==> src/rtl/core/stc_pkg.sv <==
// Shared types, constants and helpers for the script token compiler.
package stc_pkg;

    localparam int NAME_CHARS_DEF  = 8;
    localparam int COUNT_BITS_DEF  = 16;
    localparam int QUEUE_DEPTH_DEF = 4;

    localparam int          OP_COUNT    = 45;
    localparam int          OP_NAME_MAX = 6;
    localparam logic [7:0]  OP_SET      = 8'd128;

    localparam logic [7:0] CH_NUL   = 8'h00;
    localparam logic [7:0] CH_SPACE = 8'h20;
    localparam logic [7:0] CH_LF    = 8'h0a;
    localparam logic [7:0] CH_UNDER = 8'h5f;
    localparam logic [7:0] CH_DASH  = 8'h2d;

    localparam logic [30:0] NUM_MAX = 31'h7fffffff;

    // Result kinds on the output channel
    typedef enum logic [1:0] {
        KIND_BYTE = 2'd0,
        KIND_DONE = 2'd1,
        KIND_ERR  = 2'd2
    } kind_t;

    // One queued command: a word, a finish, or both, or an error alone
    typedef struct packed {
        logic        has_word;
        logic        is_num;
        logic [30:0] val;
        logic        fin;
        logic        err;
        logic [15:0] tally;
    } stc_cmd_t;

    // Opcode names, right-justified: first character in the highest used byte
    localparam logic [47:0] OP_NAMES [OP_COUNT] = '{
        48'("SET"), 48'("GET"), 48'("INCR"), 48'("DECR"),
        48'("READ"), 48'("WRITE"), 48'("INSERT"), 48'("REMOVE"),
        48'("POKE"), 48'("PEEK"),
        48'("DEF"), 48'("RM"), 48'("RUN"),
        48'("IF"), 48'("ELIF"), 48'("ELSE"), 48'("MATCH"), 48'("WHEN"),
        48'("WHILE"), 48'("DO"), 48'("FOR"), 48'("WAIT"),
        48'("NOT"), 48'("AND"), 48'("OR"), 48'("XOR"),
        48'("BNOT"), 48'("BAND"), 48'("BOR"), 48'("BXOR"),
        48'("LSHIFT"), 48'("RSHIFT"),
        48'("EQ"), 48'("NEQ"), 48'("GTE"), 48'("LTE"), 48'("GT"), 48'("LT"),
        48'("NEG"), 48'("ADD"), 48'("SUB"), 48'("MUL"), 48'("DIV"),
        48'("MOD"), 48'("ABS")
    };

    localparam logic [2:0] OP_LENS [OP_COUNT] = '{
        3'd3, 3'd3, 3'd4, 3'd4,
        3'd4, 3'd5, 3'd6, 3'd6,
        3'd4, 3'd4,
        3'd3, 3'd2, 3'd3,
        3'd2, 3'd4, 3'd4, 3'd5, 3'd4,
        3'd5, 3'd2, 3'd3, 3'd4,
        3'd3, 3'd3, 3'd2, 3'd3,
        3'd4, 3'd4, 3'd3, 3'd4,
        3'd6, 3'd6,
        3'd2, 3'd3, 3'd3, 3'd3, 3'd2, 3'd2,
        3'd3, 3'd3, 3'd3, 3'd3, 3'd3,
        3'd3, 3'd3
    };

    function automatic logic is_digit(input logic [7:0] c);
        return (c >= 8'h30) && (c <= 8'h39);
    endfunction

    function automatic logic is_lower(input logic [7:0] c);
        return (c >= 8'h61) && (c <= 8'h7a);
    endfunction

    function automatic logic is_upper(input logic [7:0] c);
        return (c >= 8'h41) && (c <= 8'h5a);
    endfunction

    function automatic logic is_sep(input logic [7:0] c);
        return (c == CH_NUL) || (c == CH_SPACE) || (c == CH_LF);
    endfunction

    // Match first six characters (char j at [8*j +: 8]) against the name table.
    // Returns the opcode, or zero when nothing matches.
    function automatic logic [7:0] op_lookup(input logic [47:0] chars,
                                             input logic        len_ok,
                                             input logic [2:0]  len);
        logic [7:0] op;
        logic       hit;
        op = '0;
        for (int i = 0; i < OP_COUNT; i++) begin
            hit = len_ok && (len == OP_LENS[i]);
            for (int j = 0; j < OP_NAME_MAX; j++) begin
                if (j < int'(OP_LENS[i])) begin
                    if (chars[8*j +: 8] !=
                        OP_NAMES[i][8*(int'(OP_LENS[i]) - 1 - j) +: 8]) begin
                        hit = 1'b0;
                    end
                end
            end
            if (hit) begin
                op = OP_SET + 8'(i);
            end
        end
        return op;
    endfunction

endpackage

==> src/rtl/core/stc_front.sv <==
// Front end: scans text bytes, tracks the current word and queues commands.
module stc_front #(
    parameter int NAME_CHARS = 8,
    parameter int COUNT_BITS = 16
) (
    input  logic             clk,
    input  logic             rst_n,
    input  logic             in_valid,
    input  logic             in_stall,
    input  logic [7:0]       in_char,
    output logic             push,
    output stc_pkg::stc_cmd_t push_cmd
);
    import stc_pkg::*;

    localparam int LW = $clog2(NAME_CHARS + 2);
    localparam int IW = $clog2(NAME_CHARS);
    localparam logic [COUNT_BITS-1:0] CNT_MAX = '1;

    typedef enum logic [2:0] {
        M_IDLE,
        M_NUM,
        M_VAR,
        M_OPW,
        M_HALT
    } mode_t;

    mode_t                 mode_reg,  mode_next;
    logic [30:0]           acc_reg,   acc_next;
    logic [LW-1:0]         nlen_reg,  nlen_next;
    logic [COUNT_BITS-1:0] wpos_reg,  wpos_next;
    logic [4:0]            letter_reg, letter_next;
    logic [COUNT_BITS-1:0] tpos_reg,  tpos_next;
    logic [7:0]            name_buf_reg [NAME_CHARS];
    logic                  buf_we;

    logic                  accept;
    logic [34:0]           acc_x10;
    logic [47:0]           first_chars;
    logic [7:0]            op_code;

    assign accept = in_valid && !in_stall;

    // Times ten plus the new digit, checked for overflow below
    assign acc_x10 = {1'b0, acc_reg, 3'b000} + {3'b000, acc_reg, 1'b0}
                   + {31'd0, in_char[3:0]};

    // Opcode match on the buffered word
    always_comb
    begin
        for (int j = 0; j < OP_NAME_MAX; j++) begin
            first_chars[8*j +: 8] = name_buf_reg[j];
        end
    end

    assign op_code = op_lookup(first_chars, nlen_reg <= LW'(OP_NAME_MAX), nlen_reg[2:0]);

    // Word state update and command generation
    always_comb
    begin
        logic [COUNT_BITS-1:0] pos;
        logic [COUNT_BITS-1:0] fail_pos;
        logic                  fail;
        logic                  word_end;
        mode_next   = mode_reg;
        acc_next    = acc_reg;
        nlen_next   = nlen_reg;
        wpos_next   = wpos_reg;
        letter_next = letter_reg;
        tpos_next   = tpos_reg;
        buf_we      = 1'b0;
        push        = 1'b0;
        push_cmd    = '0;
        fail        = 1'b0;
        word_end    = 1'b0;
        pos         = (tpos_reg == CNT_MAX) ? tpos_reg : tpos_reg + 1'b1;
        fail_pos    = pos;
        if (accept && mode_reg != M_HALT) begin
            tpos_next = pos;
            unique case (mode_reg)
                M_NUM:
                begin
                    if (is_digit(in_char)) begin
                        if (acc_x10[34:31] != 4'd0) begin
                            fail = 1'b1;
                        end else begin
                            acc_next = acc_x10[30:0];
                        end
                    end else if (is_sep(in_char)) begin
                        word_end          = 1'b1;
                        push_cmd.has_word = 1'b1;
                        push_cmd.is_num   = 1'b1;
                        push_cmd.val      = acc_reg;
                    end else begin
                        fail = 1'b1;
                    end
                end
                M_VAR:
                begin
                    if (is_sep(in_char)) begin
                        word_end          = 1'b1;
                        push_cmd.has_word = 1'b1;
                        push_cmd.val      = {26'd0, letter_reg};
                    end else begin
                        fail = 1'b1;
                    end
                end
                M_OPW:
                begin
                    if (is_upper(in_char) || is_lower(in_char) || is_digit(in_char)
                        || in_char == CH_UNDER || in_char == CH_DASH) begin
                        buf_we = (nlen_reg < LW'(NAME_CHARS));
                        if (nlen_reg < LW'(NAME_CHARS + 1)) begin
                            nlen_next = nlen_reg + 1'b1;
                        end
                    end else if (is_sep(in_char)) begin
                        if (op_code == 8'd0) begin
                            fail     = 1'b1;
                            fail_pos = wpos_reg;
                        end else begin
                            word_end          = 1'b1;
                            push_cmd.has_word = 1'b1;
                            push_cmd.val      = {23'd0, op_code};
                        end
                    end else begin
                        fail = 1'b1;
                    end
                end
                default:
                begin
                    // Between words
                    if (is_digit(in_char)) begin
                        acc_next  = {27'd0, in_char[3:0]};
                        wpos_next = pos;
                        mode_next = M_NUM;
                    end else if (is_lower(in_char)) begin
                        letter_next = 5'(in_char - 8'h61);
                        wpos_next   = pos;
                        mode_next   = M_VAR;
                    end else if (is_upper(in_char)) begin
                        buf_we    = 1'b1;
                        nlen_next = LW'(1);
                        wpos_next = pos;
                        mode_next = M_OPW;
                    end else if (is_sep(in_char)) begin
                        word_end = 1'b1;
                    end else begin
                        fail = 1'b1;
                    end
                end
            endcase

            if (fail) begin
                push_cmd       = '0;
                push_cmd.err   = 1'b1;
                push_cmd.tally = (fail_pos > COUNT_BITS'(16'hffff)) ? 16'hffff
                                                                   : 16'(fail_pos);
                push           = 1'b1;
                mode_next      = M_HALT;
            end else if (word_end) begin
                if (mode_reg != M_IDLE) begin
                    mode_next = M_IDLE;
                end
                if (in_char == CH_NUL) begin
                    push_cmd.fin = 1'b1;
                    mode_next    = M_HALT;
                end
                push = push_cmd.has_word || push_cmd.fin;
            end
        end
    end

    // Control and word state
    always_ff @(posedge clk or negedge rst_n)
    begin
        if (!rst_n) begin
            mode_reg   <= M_IDLE;
            acc_reg    <= '0;
            nlen_reg   <= '0;
            wpos_reg   <= '0;
            letter_reg <= '0;
            tpos_reg   <= '0;
        end else begin
            mode_reg   <= mode_next;
            acc_reg    <= acc_next;
            nlen_reg   <= nlen_next;
            wpos_reg   <= wpos_next;
            letter_reg <= letter_next;
            tpos_reg   <= tpos_next;
        end
    end

    // Name characters, unreset; first char at index zero, rest at the length
    always_ff @(posedge clk)
    begin
        if (buf_we) begin
            if (mode_reg == M_OPW) begin
                name_buf_reg[nlen_reg[IW-1:0]] <= in_char;
            end else begin
                name_buf_reg[0] <= in_char;
            end
        end
    end

endmodule

==> src/rtl/core/stc_queue.sv <==
// Small command queue between the front end and the emitter.
module stc_queue #(
    parameter int DEPTH = 4
) (
    input  logic              clk,
    input  logic              rst_n,
    input  logic              push,
    input  stc_pkg::stc_cmd_t push_cmd,
    input  logic              pop,
    output stc_pkg::stc_cmd_t head,
    output logic              not_empty,
    output logic              full
);
    import stc_pkg::*;

    localparam int PW = $clog2(DEPTH);
    localparam int CW = $clog2(DEPTH + 1);

    stc_cmd_t        mem [DEPTH];
    logic [PW-1:0]   wp_reg;
    logic [PW-1:0]   rp_reg;
    logic [CW-1:0]   cnt_reg;
    logic            do_push;
    logic            do_pop;

    assign do_push   = push && !full;
    assign do_pop    = pop && not_empty;
    assign not_empty = (cnt_reg != '0);
    assign full      = (cnt_reg == CW'(DEPTH));
    assign head      = mem[rp_reg];

    // Entry storage
    always_ff @(posedge clk)
    begin
        if (do_push) begin
            mem[wp_reg] <= push_cmd;
        end
    end

    // Pointers and fill count
    always_ff @(posedge clk or negedge rst_n)
    begin
        if (!rst_n) begin
            wp_reg  <= '0;
            rp_reg  <= '0;
            cnt_reg <= '0;
        end else begin
            if (do_push) begin
                wp_reg <= (wp_reg == PW'(DEPTH - 1)) ? '0 : wp_reg + 1'b1;
            end
            if (do_pop) begin
                rp_reg <= (rp_reg == PW'(DEPTH - 1)) ? '0 : rp_reg + 1'b1;
            end
            if (do_push && !do_pop) begin
                cnt_reg <= cnt_reg + 1'b1;
            end else if (do_pop && !do_push) begin
                cnt_reg <= cnt_reg - 1'b1;
            end
        end
    end

endmodule

==> src/rtl/core/stc_emit.sv <==
// Back end: expands commands into results, one per unstalled cycle.
module stc_emit #(
    parameter int COUNT_BITS = 16
) (
    input  logic              clk,
    input  logic              rst_n,
    input  stc_pkg::stc_cmd_t head,
    input  logic              not_empty,
    output logic              pop,
    output logic              out_valid,
    input  logic              out_stall,
    output logic [1:0]        kind,
    output logic [7:0]        code_byte,
    output logic [15:0]       tally,
    output logic              last
);
    import stc_pkg::*;

    localparam logic [COUNT_BITS-1:0] CNT_MAX = '1;

    logic                  act_reg;
    logic                  word_reg;
    logic                  num_reg;
    logic                  first_reg;
    logic [30:0]           val_reg;
    logic                  fin_reg;
    logic                  err_reg;
    logic [15:0]           etally_reg;
    logic [COUNT_BITS-1:0] clen_reg;

    logic                  out_valid_reg;
    kind_t                 kind_reg;
    logic [7:0]            byte_reg;
    logic [15:0]           tally_reg;
    logic                  last_reg;

    logic                  adv;
    logic                  done;
    logic                  word_done;
    logic                  is_byte;
    kind_t                 r_kind;
    logic [7:0]            r_byte;
    logic [15:0]           r_tally;
    logic [30:0]           val_after;

    assign adv = act_reg && (!out_valid_reg || !out_stall);
    assign pop = not_empty && (!act_reg || (adv && done));

    // Next result of the active command
    always_comb
    begin
        r_kind    = KIND_BYTE;
        r_byte    = '0;
        r_tally   = '0;
        word_done = 1'b0;
        is_byte   = 1'b0;
        val_after = val_reg;
        if (err_reg) begin
            r_kind  = KIND_ERR;
            r_tally = etally_reg;
        end else if (word_reg) begin
            is_byte = 1'b1;
            if (!num_reg) begin
                r_byte    = val_reg[7:0];
                word_done = 1'b1;
            end else if (first_reg) begin
                if (val_reg < 31'h40) begin
                    r_byte    = {2'b00, val_reg[5:0]};
                    word_done = 1'b1;
                end else begin
                    r_byte    = {2'b01, val_reg[5:0]};
                    val_after = val_reg >> 6;
                end
            end else if (val_reg >= 31'h80) begin
                r_byte    = {1'b1, val_reg[6:0]};
                val_after = val_reg >> 7;
            end else begin
                r_byte    = {1'b0, val_reg[6:0]};
                word_done = 1'b1;
            end
        end else begin
            r_kind  = KIND_DONE;
            r_tally = (clen_reg > COUNT_BITS'(16'hffff)) ? 16'hffff : 16'(clen_reg);
        end
        done = err_reg || (word_reg ? (word_done && !fin_reg) : 1'b1);
    end

    // Command sequencing and code length
    always_ff @(posedge clk or negedge rst_n)
    begin
        if (!rst_n) begin
            act_reg   <= 1'b0;
            word_reg  <= 1'b0;
            num_reg   <= 1'b0;
            first_reg <= 1'b0;
            fin_reg   <= 1'b0;
            err_reg   <= 1'b0;
            clen_reg  <= '0;
        end else begin
            if (adv && is_byte && clen_reg != CNT_MAX) begin
                clen_reg <= clen_reg + 1'b1;
            end
            if (pop) begin
                act_reg   <= 1'b1;
                word_reg  <= head.has_word;
                num_reg   <= head.is_num;
                first_reg <= 1'b1;
                fin_reg   <= head.fin;
                err_reg   <= head.err;
            end else if (adv && done) begin
                act_reg <= 1'b0;
            end else if (adv) begin
                first_reg <= 1'b0;
                if (word_done) begin
                    word_reg <= 1'b0;
                end
            end
        end
    end

    // Command payload
    always_ff @(posedge clk)
    begin
        if (pop) begin
            val_reg    <= head.val;
            etally_reg <= head.tally;
        end else if (adv) begin
            val_reg <= val_after;
        end
    end

    // Output register
    always_ff @(posedge clk or negedge rst_n)
    begin
        if (!rst_n) begin
            out_valid_reg <= 1'b0;
        end else if (adv) begin
            out_valid_reg <= 1'b1;
        end else if (!out_stall) begin
            out_valid_reg <= 1'b0;
        end
    end

    always_ff @(posedge clk)
    begin
        if (adv) begin
            kind_reg  <= r_kind;
            byte_reg  <= r_byte;
            tally_reg <= r_tally;
            last_reg  <= done;
        end
    end

    assign out_valid = out_valid_reg;
    assign kind      = kind_reg;
    assign code_byte = byte_reg;
    assign tally     = tally_reg;
    assign last      = last_reg;

endmodule

==> src/rtl/core/script_token_compiler.sv <==
// Script token compiler: text bytes in, bytecode result items out.
// Throughput: one text byte and one result item per cycle, each unless stalled.
// A byte that ends a word is queued, then loaded into the emitter's command
// registers and the output register, and waits longer behind queued commands.
// Input stall rises only when the command queue (QUEUE_DEPTH entries) is full.
// Reset clears all control state at once; no clearing pass is needed.
module script_token_compiler #(
    parameter int NAME_CHARS  = stc_pkg::NAME_CHARS_DEF,
    parameter int COUNT_BITS  = stc_pkg::COUNT_BITS_DEF,
    parameter int QUEUE_DEPTH = stc_pkg::QUEUE_DEPTH_DEF
) (
    input  logic        clk,
    input  logic        rst_n,
    input  logic        in_valid,
    output logic        in_stall,
    input  logic [7:0]  in_char,
    output logic        out_valid,
    input  logic        out_stall,
    output logic [1:0]  kind,
    output logic [7:0]  code_byte,
    output logic [15:0] tally,
    output logic        last
);
    import stc_pkg::*;

    logic     push;
    stc_cmd_t push_cmd;
    logic     pop;
    stc_cmd_t head;
    logic     not_empty;
    logic     full;

    assign in_stall = full;

    stc_front #(
        .NAME_CHARS (NAME_CHARS),
        .COUNT_BITS (COUNT_BITS)
    ) u_front (
        .clk      (clk),
        .rst_n    (rst_n),
        .in_valid (in_valid),
        .in_stall (in_stall),
        .in_char  (in_char),
        .push     (push),
        .push_cmd (push_cmd)
    );

    stc_queue #(
        .DEPTH (QUEUE_DEPTH)
    ) u_queue (
        .clk       (clk),
        .rst_n     (rst_n),
        .push      (push),
        .push_cmd  (push_cmd),
        .pop       (pop),
        .head      (head),
        .not_empty (not_empty),
        .full      (full)
    );

    stc_emit #(
        .COUNT_BITS (COUNT_BITS)
    ) u_emit (
        .clk       (clk),
        .rst_n     (rst_n),
        .head      (head),
        .not_empty (not_empty),
        .pop       (pop),
        .out_valid (out_valid),
        .out_stall (out_stall),
        .kind      (kind),
        .code_byte (code_byte),
        .tally     (tally),
        .last      (last)
    );

endmodule

==> config.mk <==
export PLATFORM = sky130hd
export DESIGN_NAME = script_token_compiler
export DESIGN_NICKNAME = d
export VERILOG_FILES = /design/src/rtl/core/stc_pkg.sv /design/src/rtl/core/stc_front.sv /design/src/rtl/core/stc_queue.sv /design/src/rtl/core/stc_emit.sv /design/src/rtl/core/script_token_compiler.sv
export SDC_FILE = /design/constraint.sdc
export NUM_CORES = 1
export LEC_CHECK = 0
export ABC_AREA = 0
export BUFFER_PORTS_ARGS = -buffer_cell sky130_fd_sc_hd__buf_2
export CORE_ASPECT_RATIO = 1.5
export CORE_MARGIN = 2
export CORE_UTILIZATION = 55
export CTS_BUF_LIST = sky130_fd_sc_hd__clkbuf_4
export DETAILED_ROUTE_END_ITERATION = 7
export PLACE_DENSITY = 0.74
export SYNTH_ARGS = -nofsm -noshare
export SYNTH_HDL_FRONTEND = slang
export SYNTH_SLANG_ARGS = --single-unit
==> constraint.sdc <==
create_clock -name clk -period 4.8 [get_ports clk]
set_input_delay 0.48 -clock clk [delete_from_list [all_inputs] [get_ports clk]]
set_output_delay 0.48 -clock clk [all_outputs]
set_load 0.005 [all_outputs]
==> summary.md, run 1 <==
| Metric | Value |
|---|---|
| Via-to-Cell Ratio | 6.21 |
| Proportion of layout cells with a drive suffix above 1 | 0.198 |
| Overall routed net length | 55.1 mm |
| Total via count after detailed routing | 15500 |
| Adder-cell share of the synthesized area | 0.0478 |
| Post-synthesis mux area share | 0.101 |
| Area of the mapped netlist | 0.0222 sq mm |
| Post-place setup slack | -90.9 ps |
| Post-synthesis area per instance | 12.4 sq um |
| Pin count of the biggest net entering global routing | 59 |
| Data required time of the critical path | 5480 ps |
| Share of synthesized flip-flops with an asynchronous set or reset | 0.244 |
| Number of global-route vias before repair | 15800 |
| Worst hold path class | in -> reg |
| Weighted congestion at the end of routability-driven global placement | 0.993 |
| Core box area | 0.0400 sq mm |
| Floorplan die height | 250 um |
| Static Leak | 9.43 nW |
| DIE AREA | 0.0420 sq mm |
| Register-to-Register Setup Slack | 220 ps |
| Total power density per cell area | 446 mW/mm^2 |
| Wire length of the first global-routing pass | 86.3 mm |
| Layout Area Growth over Synthesis | 10.7% |
| Number of antenna violations at the first check in global routing | 1 |
| Count of buffers inserted at the top-level ports | 40 |
| Top cells by instance count after synthesis | sky130_fd_sc_hd__edfxtp_1 (326), sky130_fd_sc_hd__nor2_1 (130), sky130_fd_sc_hd__nand2_1 (116) |
| Post-synth top flop | sky130_fd_sc_hd__edfxtp_1 |
| Total power draw | 10.9 mW |
| Cell with the most instances after synthesis | sky130_fd_sc_hd__edfxtp_1 |
| Compound-cell area share of the yosys netlist | 0.0842 |
| Setup slack of the critical path after layout | 218 ps |
| Overall fraction of global-route tracks in use | 0.266 |
| Core occupancy in the finished layout | 0.614 |
| Number of buffers created by CTS | 97 |
| Post-route DRC violation count | 0 |
| Clock Sinks | 431 |
| Clock input transition at the sequential cells of the worst setup and hold paths | 70 ps |
| Critical path type | reg -> reg |
| Parity-gate share of the synthesized area counting xor and xnor cells | 0.0249 |
| Total nets after synthesis | 1882 |
| Worst rel slew slack | 0.298 |
| Violation count after the first detailed-route iteration | 1103 |
| Worst voltage drop across the vdd grid | 0.256 mV |
| H-tree depth | 3 |
| Initial cell density of the core | 0.555 |
| Hold Slack | 74.6 ps |
| Outcome | finished, final reports clean |
| Cell type with the largest total area after synthesis | sky130_fd_sc_hd__edfxtp_1 |
| Routed WL per cell | 22.1 um |
| TritonCTS clock tree | yes |
| Endpoints failing hold | 0 |
| Synth Warn # | 0 |
| Count of nets left with antenna violations after detail routing | 0 |
| Count of nets after finishing | 1997 |
| Clock latency of the later-clocked register in the worst-skew pair | 810 ps |
| Combinational family with the most area after synthesis | simple AND/OR/NAND/NOR gates |
| Unique masters post-synth | 84 |
| Cell at the root of the clock tree | sky130_fd_sc_hd__clkbuf_4 |
| Horizontal die dimension | 168 um |
| Finish-stage setup viols | 0 |
| Number of I/O pins | 41 |
| Crit path time final | 4580 ps |
| Kind of start point of the critical path | register |
| Achievable clock frequency | 218 MHz |
| DRT Pass-1 Iters | 8 |
| Total overflow reported by the global router | 0 |
| Largest driver fanout on the critical path | 4 |
| Number of rows created at floorplan | 90 |
| Max-cap violations | 0 |
| CP startpoint | u_front.acc_reg[0]$_DFFE_PN0P_ |
| Maximum clock path buffer count | 3 |
| Simple-gate share of the synthesized area | 0.161 |
| Final worst clock skew | 40.6 ps |
| Count of fill cells added during filler insertion | 3078 |
| Area share of the leading cell type in the synthesized netlist | 0.441 |
| Flip-flop count of the largest register, all copies and words added | 204 |
| Beginning of the worst hold path | in_char[6] |
| Portion of the post-synthesis area used by sequential elements | 0.560 |
| Main area contributors after synthesis | sky130_fd_sc_hd__edfxtp_1 (44%), sky130_fd_sc_hd__dfrtp_1 (12%), sky130_fd_sc_hd__mux4_2 (5.2%) |
| Worst-margin pin slew | 1050 ps |
| EDFF count, synth | 326 |
| Launching point of the worst reg2reg path | u_front.acc_reg[0]$_DFFE_PN0P_ |
| Synth Register Bits | 431 |
| Number of cells produced by synthesis | 1787 |
| Type of element capturing the critical path | register |
| Setup repair after global routing missed its margin | false |
| Buffers inserted by post-CTS timing repair | 0 |
| Fin. max-slew vios | 0 |
| Tcrit/Tclk final | 0.955 |
| Hpwl dp | 39.9 mm |
| Arrival time reported for the critical path endpoint | 5260 ps |
-- stage by stage --
step / area, sq um / std cells / setup TNS [ps]
5_1_grt: 24500 / 2488 / 0
4_1_cts: 24500 / 2486 / 0
6_report: 24500 / 2488 / 0
3_3_place_gp: 23200 / 2306 / -49.7
2_1_floorplan: 22200 / 1787 / 0
3_5_place_dp: 23200 / 2306 / -107
-- worst paths after layout --
check	to	cells after the start
worst max-delay path	u_queue.cnt_reg[1]$_DFFE_PN0P_	15
worst min-delay path	u_front.name_buf_reg[1][6]$_DFFE_PP_	1
worst max register to register	u_queue.cnt_reg[1]$_DFFE_PN0P_	15
worst min register to register	u_emit.clen_reg[15]$_DFFE_PN0P_	1
max in group asynchronous	u_emit.clen_reg[5]$_DFFE_PN0P_	3
min in group asynchronous	u_front.acc_reg[15]$_DFFE_PN0P_	2
-- metal layers --
metal,track usage,up-vias,share of wire
li1,-,7199,-
met1,0.308,7643,0.39
met2,0.476,476,0.52
met3,0.0422,140,0.045
met4,0.136,0,0.045
met5,0,-,0
-- cell usage in the layout (no fill, tap or decap), types with 13 or more instances in the layout --
cell type                  netlist  layout
sky130_fd_sc_hd__o21ai_0        37      34
sky130_fd_sc_hd__a21o_1         15      15
sky130_fd_sc_hd__nor3_1         67      65
sky130_fd_sc_hd__nand4_1        29      29
sky130_fd_sc_hd__or4_1          16      16
sky130_fd_sc_hd__clkbuf_4        0     148
sky130_fd_sc_hd__or3_1          23      23
sky130_fd_sc_hd__clkinv_1        0      19
sky130_fd_sc_hd__a21oi_1        86      86
sky130_fd_sc_hd__mux2i_1        46      46
sky130_fd_sc_hd__dfrtp_1       105     103
sky130_fd_sc_hd__nor4_1         34      34
sky130_fd_sc_hd__nand3_1        65      65
sky130_fd_sc_hd__inv_1          41      41
sky130_fd_sc_hd__nand2_1       116     116
sky130_fd_sc_hd__a22o_1         13      13
sky130_fd_sc_hd__and2_1         52      48
sky130_fd_sc_hd__mux2_2         56      56
sky130_fd_sc_hd__nand2b_1       33      32
sky130_fd_sc_hd__buf_4           2      47
sky130_fd_sc_hd__xor2_1         23      23
sky130_fd_sc_hd__edfxtp_1      326     326
sky130_fd_sc_hd__and3_1         18      18
sky130_fd_sc_hd__a31oi_1        16      16
sky130_fd_sc_hd__ha_1           80      80
sky130_fd_sc_hd__buf_2           2      39
sky130_fd_sc_hd__nor2_1        130     130
sky130_fd_sc_hd__nor2b_1        19      19
sky130_fd_sc_hd__mux4_2         51      51
sky130_fd_sc_hd__xnor2_1        40      40
-- final cells by class --
cell class                 instances  area (sq um)  area share
clock buffer                     148          1110      0.0453
sequential                       431         12400       0.506
clock inverter                    29           184     0.00750
inverter                          41           154     0.00627
antenna                            2          5.00    0.000204
tap                              506           633      0.0258
timing repair buffer              94           678      0.0276
multi-input combinational       1237          9350       0.381
-- cells by family (layout without fill, tap and decap cells) --
family	after synthesis	after routing
AO/OA/AOI/OAI	275	275
other	0	2
adder cells (fa/ha/maj)	83	83
multiplexers	153	153
AND/OR/NAND/NOR	663	663
XOR/XNOR	63	63
flip-flops	431	431
buffers and inverters	119	312
-- power breakdown --
part | switching (mW) | leakage, nW | internal (mW)
Clock | 1.40 | 0.764 | 1.52
Combinational | 1.40 | 4.17 | 1.19
Sequential | 0.561 | 4.50 | 4.87
Total | 3.37 | 9.43 | 7.58
-- worst max-delay path, cell delays in order (launching register included) --
cell	delay, ps
sky130_fd_sc_hd__dfrtp_1	440
sky130_fd_sc_hd__fa_2	510
sky130_fd_sc_hd__fa_1	510
sky130_fd_sc_hd__a211o_1	340
sky130_fd_sc_hd__a21boi_1	190
sky130_fd_sc_hd__o21ai_0	170
sky130_fd_sc_hd__buf_4	200
sky130_fd_sc_hd__o2111ai_1	230
sky130_fd_sc_hd__a21oi_1	170
sky130_fd_sc_hd__xnor2_1	280
sky130_fd_sc_hd__nand4_1	160
sky130_fd_sc_hd__a41o_1	320
sky130_fd_sc_hd__ha_1	220
sky130_fd_sc_hd__inv_1	80
sky130_fd_sc_hd__fa_1	410
sky130_fd_sc_hd__mux2_2	280
-- timing repair --
action | 4_1_cts | 5_1_grt
endpoints found under the setup margin | 0 | 74
gates resized for setup | 0 | 6
hold buffers | 3 | 0
hold endpoints to repair | 45 | 0
(Power assumes the default switching activity.)
==> run 2: changes to the inputs <==
- PLACE_DENSITY: 0.74 -> 0.76
==> run 2 against run 1 <==
Net effect:
- hold slack improved by 25 ps
- critical path type unchanged
- setup slack got worse by 25 ps
- global-route usage fell by 0.065 points
- combinational power rose by 2%
- critical endpoint unchanged
- utilization rose by 0.14 points
- fmax fell by 0.53%
- die area did not move
- total power barely moved
- sequential share of layout area fell by 0.11 points
- count of clock-buffer cells in the layout fell by 14
- sequential cell count did not move
- via count rose by 0.57%
==> summary.md, run 2 (synthesis results as in run 1) <==
| Metric | Value |
|---|---|
| Count of buffers inserted at the top-level ports | 40 |
| Largest driver fanout on the critical path | 4 |
| Clock Sinks | 431 |
| Weighted congestion at the end of routability-driven global placement | 1.01 |
| Cell mode on critical path | sky130_fd_sc_hd__fa_1 |
| Total power draw | 10.9 mW |
| Arrival time reported for the critical path endpoint | 5280 ps |
| Combinational cell fraction of total power | 0.242 |
| Launching point of the worst reg2reg path | u_front.acc_reg[0]$_DFFE_PN0P_ |
| Highest-count cells in the layout ignoring fill and taps | sky130_fd_sc_hd__edfxtp_1 (326), sky130_fd_sc_hd__clkbuf_4 (134), sky130_fd_sc_hd__nor2_1 (130) |
| TritonCTS clock tree | yes |
| Fin. max-slew vios | 0 |
| Overall fraction of global-route tracks in use | 0.265 |
| Worst voltage drop across the vdd grid | 0.288 mV |
| Clock latency of the later-clocked register in the worst-skew pair | 820 ps |
| Crit path buf inv count | 2 |
| Switching pwr | 3.43 mW |
| Max-cap violations | 0 |
| Proportion of layout cells with a drive suffix above 1 | 0.198 |
| Non-filler cells, final | 2503 |
| Number of I/O pins | 41 |
| Layout Area Growth over Synthesis | 10.9% |
| Top cell family by delay on the critical path | adder cells |
| Hold Slack | 99.5 ps |
| Number of rows created at floorplan | 90 |
| Worst hold path class | in -> reg |
| Crit path time final | 4610 ps |
| Total via count after detailed routing | 15500 |
| Sequential Power Share | 0.494 |
| Achievable clock frequency | 217 MHz |
| Horizontal die dimension | 168 um |
| Endpoints failing hold | 0 |
| Slowest cell on the critical path | sky130_fd_sc_hd__fa_1 |
| Placed Instance Area | 0.0232 sq mm |
| DRT Pass-1 Iters | 6 |
| Static Leak | 9.47 nW |
| Cell at the root of the clock tree | sky130_fd_sc_hd__clkbuf_4 |
| Maximum clock path buffer count | 3 |
| Kind of start point of the critical path | register |
| Data required time of the critical path | 5470 ps |
| Core occupancy in the finished layout | 0.615 |
| Number of buffers created by CTS | 99 |
| Overall routed net length | 54.7 mm |
| Total overflow reported by the global router | 0 |
| Count of nets left with antenna violations after detail routing | 0 |
| Number of global-route vias before repair | 15900 |
| Setup repair after global routing missed its margin | false |
| Number of antenna violations at the first check in global routing | 3 |
| Clock input transition at the sequential cells of the worst setup and hold paths | 70 ps |
| Violation count after the first detailed-route iteration | 1162 |
| Buffers inserted by post-CTS timing repair | 0 |
| Outcome | finished, final reports clean |
| Hpwl dp | 39.7 mm |
| Count of nets after finishing | 2004 |
| CP startpoint | u_front.acc_reg[0]$_DFFE_PN0P_ |
| Cell breakdown of the critical path | fa_1 -> fa_1 -> a211o_1 -> a21boi_0 -> o21ai_0 -> buf_4 -> o2111ai_1 -> a21oi_1 -> xnor2_1 -> nand4_1 -> a41o_1 -> ha_1 -> inv_1 -> fa_1 -> mux2_2 |
| Worst rel slew slack | 0.301 |
| Initial cell density of the core | 0.555 |
| Total power density per cell area | 445 mW/mm^2 |
| Beginning of the worst hold path | in_char[4] |
| Most frequent standard cell in the layout excluding fill and tap cells | sky130_fd_sc_hd__edfxtp_1 |
| DIE AREA | 0.0420 sq mm |
| Via-to-Cell Ratio | 6.21 |
| Wire length of the first global-routing pass | 86.2 mm |
| Finish-stage setup viols | 0 |
| Critical path type | reg -> reg |
| Final worst clock skew | 45.3 ps |
| Worst-margin pin slew | 1050 ps |
| Crit-path max cell delay | 540 ps |
| P_int | 7.51 mW |
| Count of fill cells added during filler insertion | 3089 |
| Tcrit/Tclk final | 0.960 |
| Flip-flop count of the largest register, all copies and words added | 204 |
| Cell count after placement | 2309 |
| Routed WL per cell | 21.9 um |
| Core box area | 0.0400 sq mm |
| Floorplan die height | 250 um |
| Pin count of the biggest net entering global routing | 66 |
| Relative contribution of the clock network to total power | 0.264 |
| Switching share of power | 0.314 |
| Type of element capturing the critical path | register |
| H-tree depth | 3 |
| Post-route DRC violation count | 0 |
| Final instance area | 0.0246 sq mm |
==> run 2: cell count changes in the layout (fill, tap and decap cells not counted), sizes merged <==
cell / change
clkinv: +26
clkbuf: -14
dlygate4sd3: +2
diode: -1
inv: +1
buf: +3
clkinvlp: -2
==> run 2: timing repair <==
action                                  CTS  global route
hold endpoints to repair                 74             0
endpoints found under the setup margin    0            30
hold buffers                              5             0
resized for setup                         0             4
==> run 2: stage by stage <==
step	worst slack (ps)	setup TNS (ps)
after floorplan	101	0
after global placement	-20.4	-20.4
after detailed placement	-30.4	-30.4
after CTS	197	0
after global routing	7.25	0
final	194	0
==> run 2: area by class of cell <==
class / count / area, sq um / share of cell area
Inverter: 41 / 154 / 0.00626
Multi-Input combinational cell: 1237 / 9350 / 0.380
Clock inverter: 54 / 295 / 0.0120
Tap cell: 506 / 633 / 0.0257
Timing Repair Buffer: 99 / 733 / 0.0298
Antenna cell: 1 / 2.50 / 0.000102
Clock buffer: 134 / 1010 / 0.0409
Sequential cell: 431 / 12400 / 0.505
==> run 2: power groups by stage <==
stage,combinational [mW],sequential (mW),clock [mW]
6_report,2.65,5.40,2.89
5_1_grt,2.90,5.49,3.15
4_1_cts,2.66,5.41,2.98
3_5_place_dp,2.65,5.48,0
3_3_place_gp,2.57,5.44,0
2_1_floorplan,2.06,5.21,0
==> run 2: routing by layer <==
layer | wire [um] | GRT usage | up-vias
met3 | 2390 | 0.0385 | 154
met4 | 2760 | 0.143 | 0
met2 | 28700 | 0.473 | 526
met5 | 0 | 0 | -
met1 | 20900 | 0.308 | 7653
li1 | - | - | 7213
==> run 2: worst register-to-register path, stage by stage, from the launching register on <==
cell and delay, ps:
sky130_fd_sc_hd__dfrtp_1 430, sky130_fd_sc_hd__fa_1 540, sky130_fd_sc_hd__fa_1 500, sky130_fd_sc_hd__a211o_1 340, sky130_fd_sc_hd__a21boi_0 260, sky130_fd_sc_hd__o21ai_0 180, sky130_fd_sc_hd__buf_4 180, sky130_fd_sc_hd__o2111ai_1 230
sky130_fd_sc_hd__a21oi_1 160, sky130_fd_sc_hd__xnor2_1 240, sky130_fd_sc_hd__nand4_1 130, sky130_fd_sc_hd__a41o_1 310, sky130_fd_sc_hd__ha_1 220, sky130_fd_sc_hd__inv_1 80, sky130_fd_sc_hd__fa_1 420, sky130_fd_sc_hd__mux2_2 270
==> run 2: worst paths after layout <==
path                                                        end  slack [ps]  cells past startpoint
min in group asynchronous       u_front.acc_reg[16]$_DFFE_PN0P_         340                      2
max reg2reg                      u_queue.cnt_reg[1]$_DFFE_PN0P_         190                     15
max in group asynchronous      u_front.wpos_reg[15]$_DFFE_PN0P_        3310                      3
min reg2reg                     u_emit.clen_reg[11]$_DFFE_PN0P_         500                      1
max                              u_queue.cnt_reg[1]$_DFFE_PN0P_         190                     15
min                        u_front.name_buf_reg[2][4]$_DFFE_PP_         100                      1
==> run 3: changes to the inputs <==
- REMOVE_ABC_BUFFERS: not set -> 1
- clock period: 4.8 -> 4.2 ns (I/O delays scaled with it)
==> run 3 against run 2 <==
Net effect:
- setup slack worse by 190 ps
- cell count increased by 3.8%
- hold slack improved by 5.6 ps
- critical path depth grew 3
- clock skew is 16 ps higher
- largest cell class unchanged
- via count is 3.3% higher
- sequential power grew 15%
- fmax grew 9.7%
- utilization grew 2.8 points
- critical endpoint is now u_queue.cnt_reg[2]$_DFFE_PN0P_
- global-route usage is 0.58 points higher
- die area did not move
- wire length increased by 5.7%
- critical path type unchanged
==> summary.md, run 3 (synthesis results as in run 1) <==
| Metric | Value |
|---|---|
| Outcome | finished, final reports clean |
| Worst rel slew slack | 0.304 |
| TritonCTS clock tree | yes |
| Weighted congestion at the end of routability-driven global placement | 0.977 |
| Layout Area Growth over Synthesis | 16.0% |
| Overall routed net length | 57.8 mm |
| DRT Pass-1 Iters | 7 |
| Number of global-route vias before repair | 16300 |
| Hold path depth | 2 |
| Total overflow reported by the global router | 0 |
| Fin. max-slew vios | 0 |
| Count of nets after finishing | 2104 |
| Violation count after the first detailed-route iteration | 1153 |
| Clock Sinks | 431 |
| DIE AREA | 0.0420 sq mm |
| Static Leak | 10.0 nW |
| Flip-flop count of the largest register, all copies and words added | 204 |
| Pin count of the biggest net entering global routing | 57 |
| Clock latency of the later-clocked register in the worst-skew pair | 840 ps |
| Total power density per cell area | 495 mW/mm^2 |
| Cell depth of the worst flop-to-flop path | 18 |
| Cell at the root of the clock tree | sky130_fd_sc_hd__clkbuf_4 |
| Critical path type | reg -> reg |
| Count of nets left with antenna violations after detail routing | 0 |
| Tcrit/Tclk final | 1.00 |
| Count of fill cells added during filler insertion | 2923 |
| Worst hold path class | in -> reg |
| Initial cell density of the core | 0.555 |
| Maximum clock path buffer count | 3 |
| Core box area | 0.0400 sq mm |
| Final instance area | 0.0257 sq mm |
| Multi-input gate area in the final layout | 0.00959 sq mm |
| Hpwl dp | 41.6 mm |
| Post-route DRC violation count | 0 |
| Clock input transition at the sequential cells of the worst setup and hold paths | 70 ps |
| Number of antenna violations at the first check in global routing | 1 |
| Overall fraction of global-route tracks in use | 0.271 |
| Endpoints failing hold | 0 |
| Kind of start point of the critical path | register |
| Type of element capturing the critical path | register |
| Most frequent standard cell in the layout excluding fill and tap cells | sky130_fd_sc_hd__edfxtp_1 |
| Largest driver fanout on the critical path | 3 |
| Achievable clock frequency | 238 MHz |
| Floorplan die height | 250 um |
| Number of buffers created by CTS | 96 |
| Finish-stage setup viols | 0 |
| Via-to-Cell Ratio | 6.19 |
| Arrival time reported for the critical path endpoint | 4900 ps |
| Count of buffers inserted at the top-level ports | 40 |
| Sum of negative setup slack | 0 ps |
| Final worst clock skew | 61.2 ps |
| Placed Instance Area | 0.0240 sq mm |
| Horizontal die dimension | 168 um |
| Data required time of the critical path | 4900 ps |
| Crit path time final | 4200 ps |
| Routed WL per cell | 22.3 um |
| Worst-margin pin slew | 1040 ps |
| Number of I/O pins | 41 |
| Wire length of the first global-routing pass | 88.0 mm |
| Number of rows created at floorplan | 90 |
| H-tree depth | 3 |
| Proportion of layout cells with a drive suffix above 1 | 0.257 |
| Setup repair after global routing missed its margin | true |
| Max-cap violations | 0 |
| Total via count after detailed routing | 16100 |
| Highest-count cells in the layout ignoring fill and taps | sky130_fd_sc_hd__edfxtp_1 (326), sky130_fd_sc_hd__clkbuf_4 (149), sky130_fd_sc_hd__buf_4 (138) |
| Worst voltage drop across the vdd grid | 0.293 mV |
| Area taken by flip-flops and latches | 0.0124 sq mm |
[run 3: cell types whose count changed in the layout (fill, tap and decap cells not counted), sizes merged]
| cell | before | now |
|---|---|---|
| clkbuf | 134 | 153 |
| clkinvlp | 0 | 1 |
| inv | 44 | 45 |
| dlygate4sd3 | 5 | 7 |
| clkinv | 49 | 25 |
| bufinv | 2 | 0 |
| buf | 94 | 191 |
[run 3: final timing paths]
kind                                            startpoint                                   end  slack [ps]
hold / removal                                  in_char[2]  u_front.name_buf_reg[2][2]$_DFFE_PP_         110
hold reg to reg            u_emit.clen_reg[15]$_DFFE_PN0P_       u_emit.clen_reg[15]$_DFFE_PN0P_         500
max in group asynchronous                            rst_n         u_queue.rp_reg[0]$_DFFE_PN0P_        3120
setup reg to reg            u_front.acc_reg[0]$_DFFE_PN0P_        u_queue.cnt_reg[2]$_DFFE_PN0P_         0.8
setup / recovery            u_front.acc_reg[0]$_DFFE_PN0P_        u_queue.cnt_reg[2]$_DFFE_PN0P_         0.8
min in group asynchronous                            rst_n       u_front.acc_reg[30]$_DFFE_PN0P_         140
[run 3: power by group]
part | switching [mW] | total (mW) | internal (mW)
combinational | 1.71 | 3.24 | 1.53
clock | 1.64 | 3.27 | 1.63
sequential | 0.653 | 6.22 | 5.56
total | 4.01 | 12.7 | 8.72
[run 3: layout make-up]
type	count	share of cell area
Antenna cell	1	0.0000973
Tap cell	506	0.0246
Sequential cell	431	0.483
Timing Repair Buffer	202	0.0650
Clock inverter	30	0.00549
Multi-Input combinational cell	1237	0.373
Clock buffer	149	0.0435
Inverter	41	0.00598
[run 3: metal layers]
| layer | vias to the layer above | track usage | wire length (um) |
|---|---|---|---|
| li1 | 7416 | - | - |
| met3 | 149 | 0.0446 | 2720 |
| met5 | - | 0 | 0 |
| met1 | 7971 | 0.309 | 21700 |
| met4 | 0 | 0.129 | 2540 |
| met2 | 527 | 0.493 | 30900 |
[run 3: through the flow]
step | util | hold slack [ps] | power, mW | setup WS, ps | cells
3_3_place_gp | 0.600 | 466 | 9.24 | -538 | 2397
6_report | 0.644 | 105 | 12.7 | 0.846 | 2597
3_5_place_dp | 0.600 | 474 | 9.40 | -620 | 2397
2_1_floorplan | - | 124 | 8.25 | -927 | 1709
4_1_cts | 0.638 | 48.8 | 12.7 | -64.0 | 2589
5_1_grt | 0.644 | 66.5 | 13.4 | -126 | 2597
[run 3: critical path, stage by stage, from the launching register on]
cell                        delay [ps]
sky130_fd_sc_hd__dfrtp_1           410
sky130_fd_sc_hd__fa_2              610
sky130_fd_sc_hd__ha_4              230
sky130_fd_sc_hd__a211oi_4          270
sky130_fd_sc_hd__o21ai_4           110
sky130_fd_sc_hd__a2111oi_4         310
sky130_fd_sc_hd__buf_4             190
sky130_fd_sc_hd__a211oi_4           60
sky130_fd_sc_hd__nor3_1            250
sky130_fd_sc_hd__nor4b_2            70
sky130_fd_sc_hd__buf_4             140
sky130_fd_sc_hd__nand4_1            80
sky130_fd_sc_hd__a41o_1            260
sky130_fd_sc_hd__ha_2              210
sky130_fd_sc_hd__inv_1              50
sky130_fd_sc_hd__fa_1              410
sky130_fd_sc_hd__xor2_1            210
sky130_fd_sc_hd__nor2_1             70
sky130_fd_sc_hd__xor2_1            140
[run 3: timing repair]
action | in CTS | in global routing
hold buffers | 7 | 0
endpoints found under the setup margin | 300 | 300
gates cloned | 0 | 5
endpoints found under the hold margin | 73 | 0
gates resized for setup | 37 | 20
pin swaps | 11 | 12
buffers inserted | 6 | 4
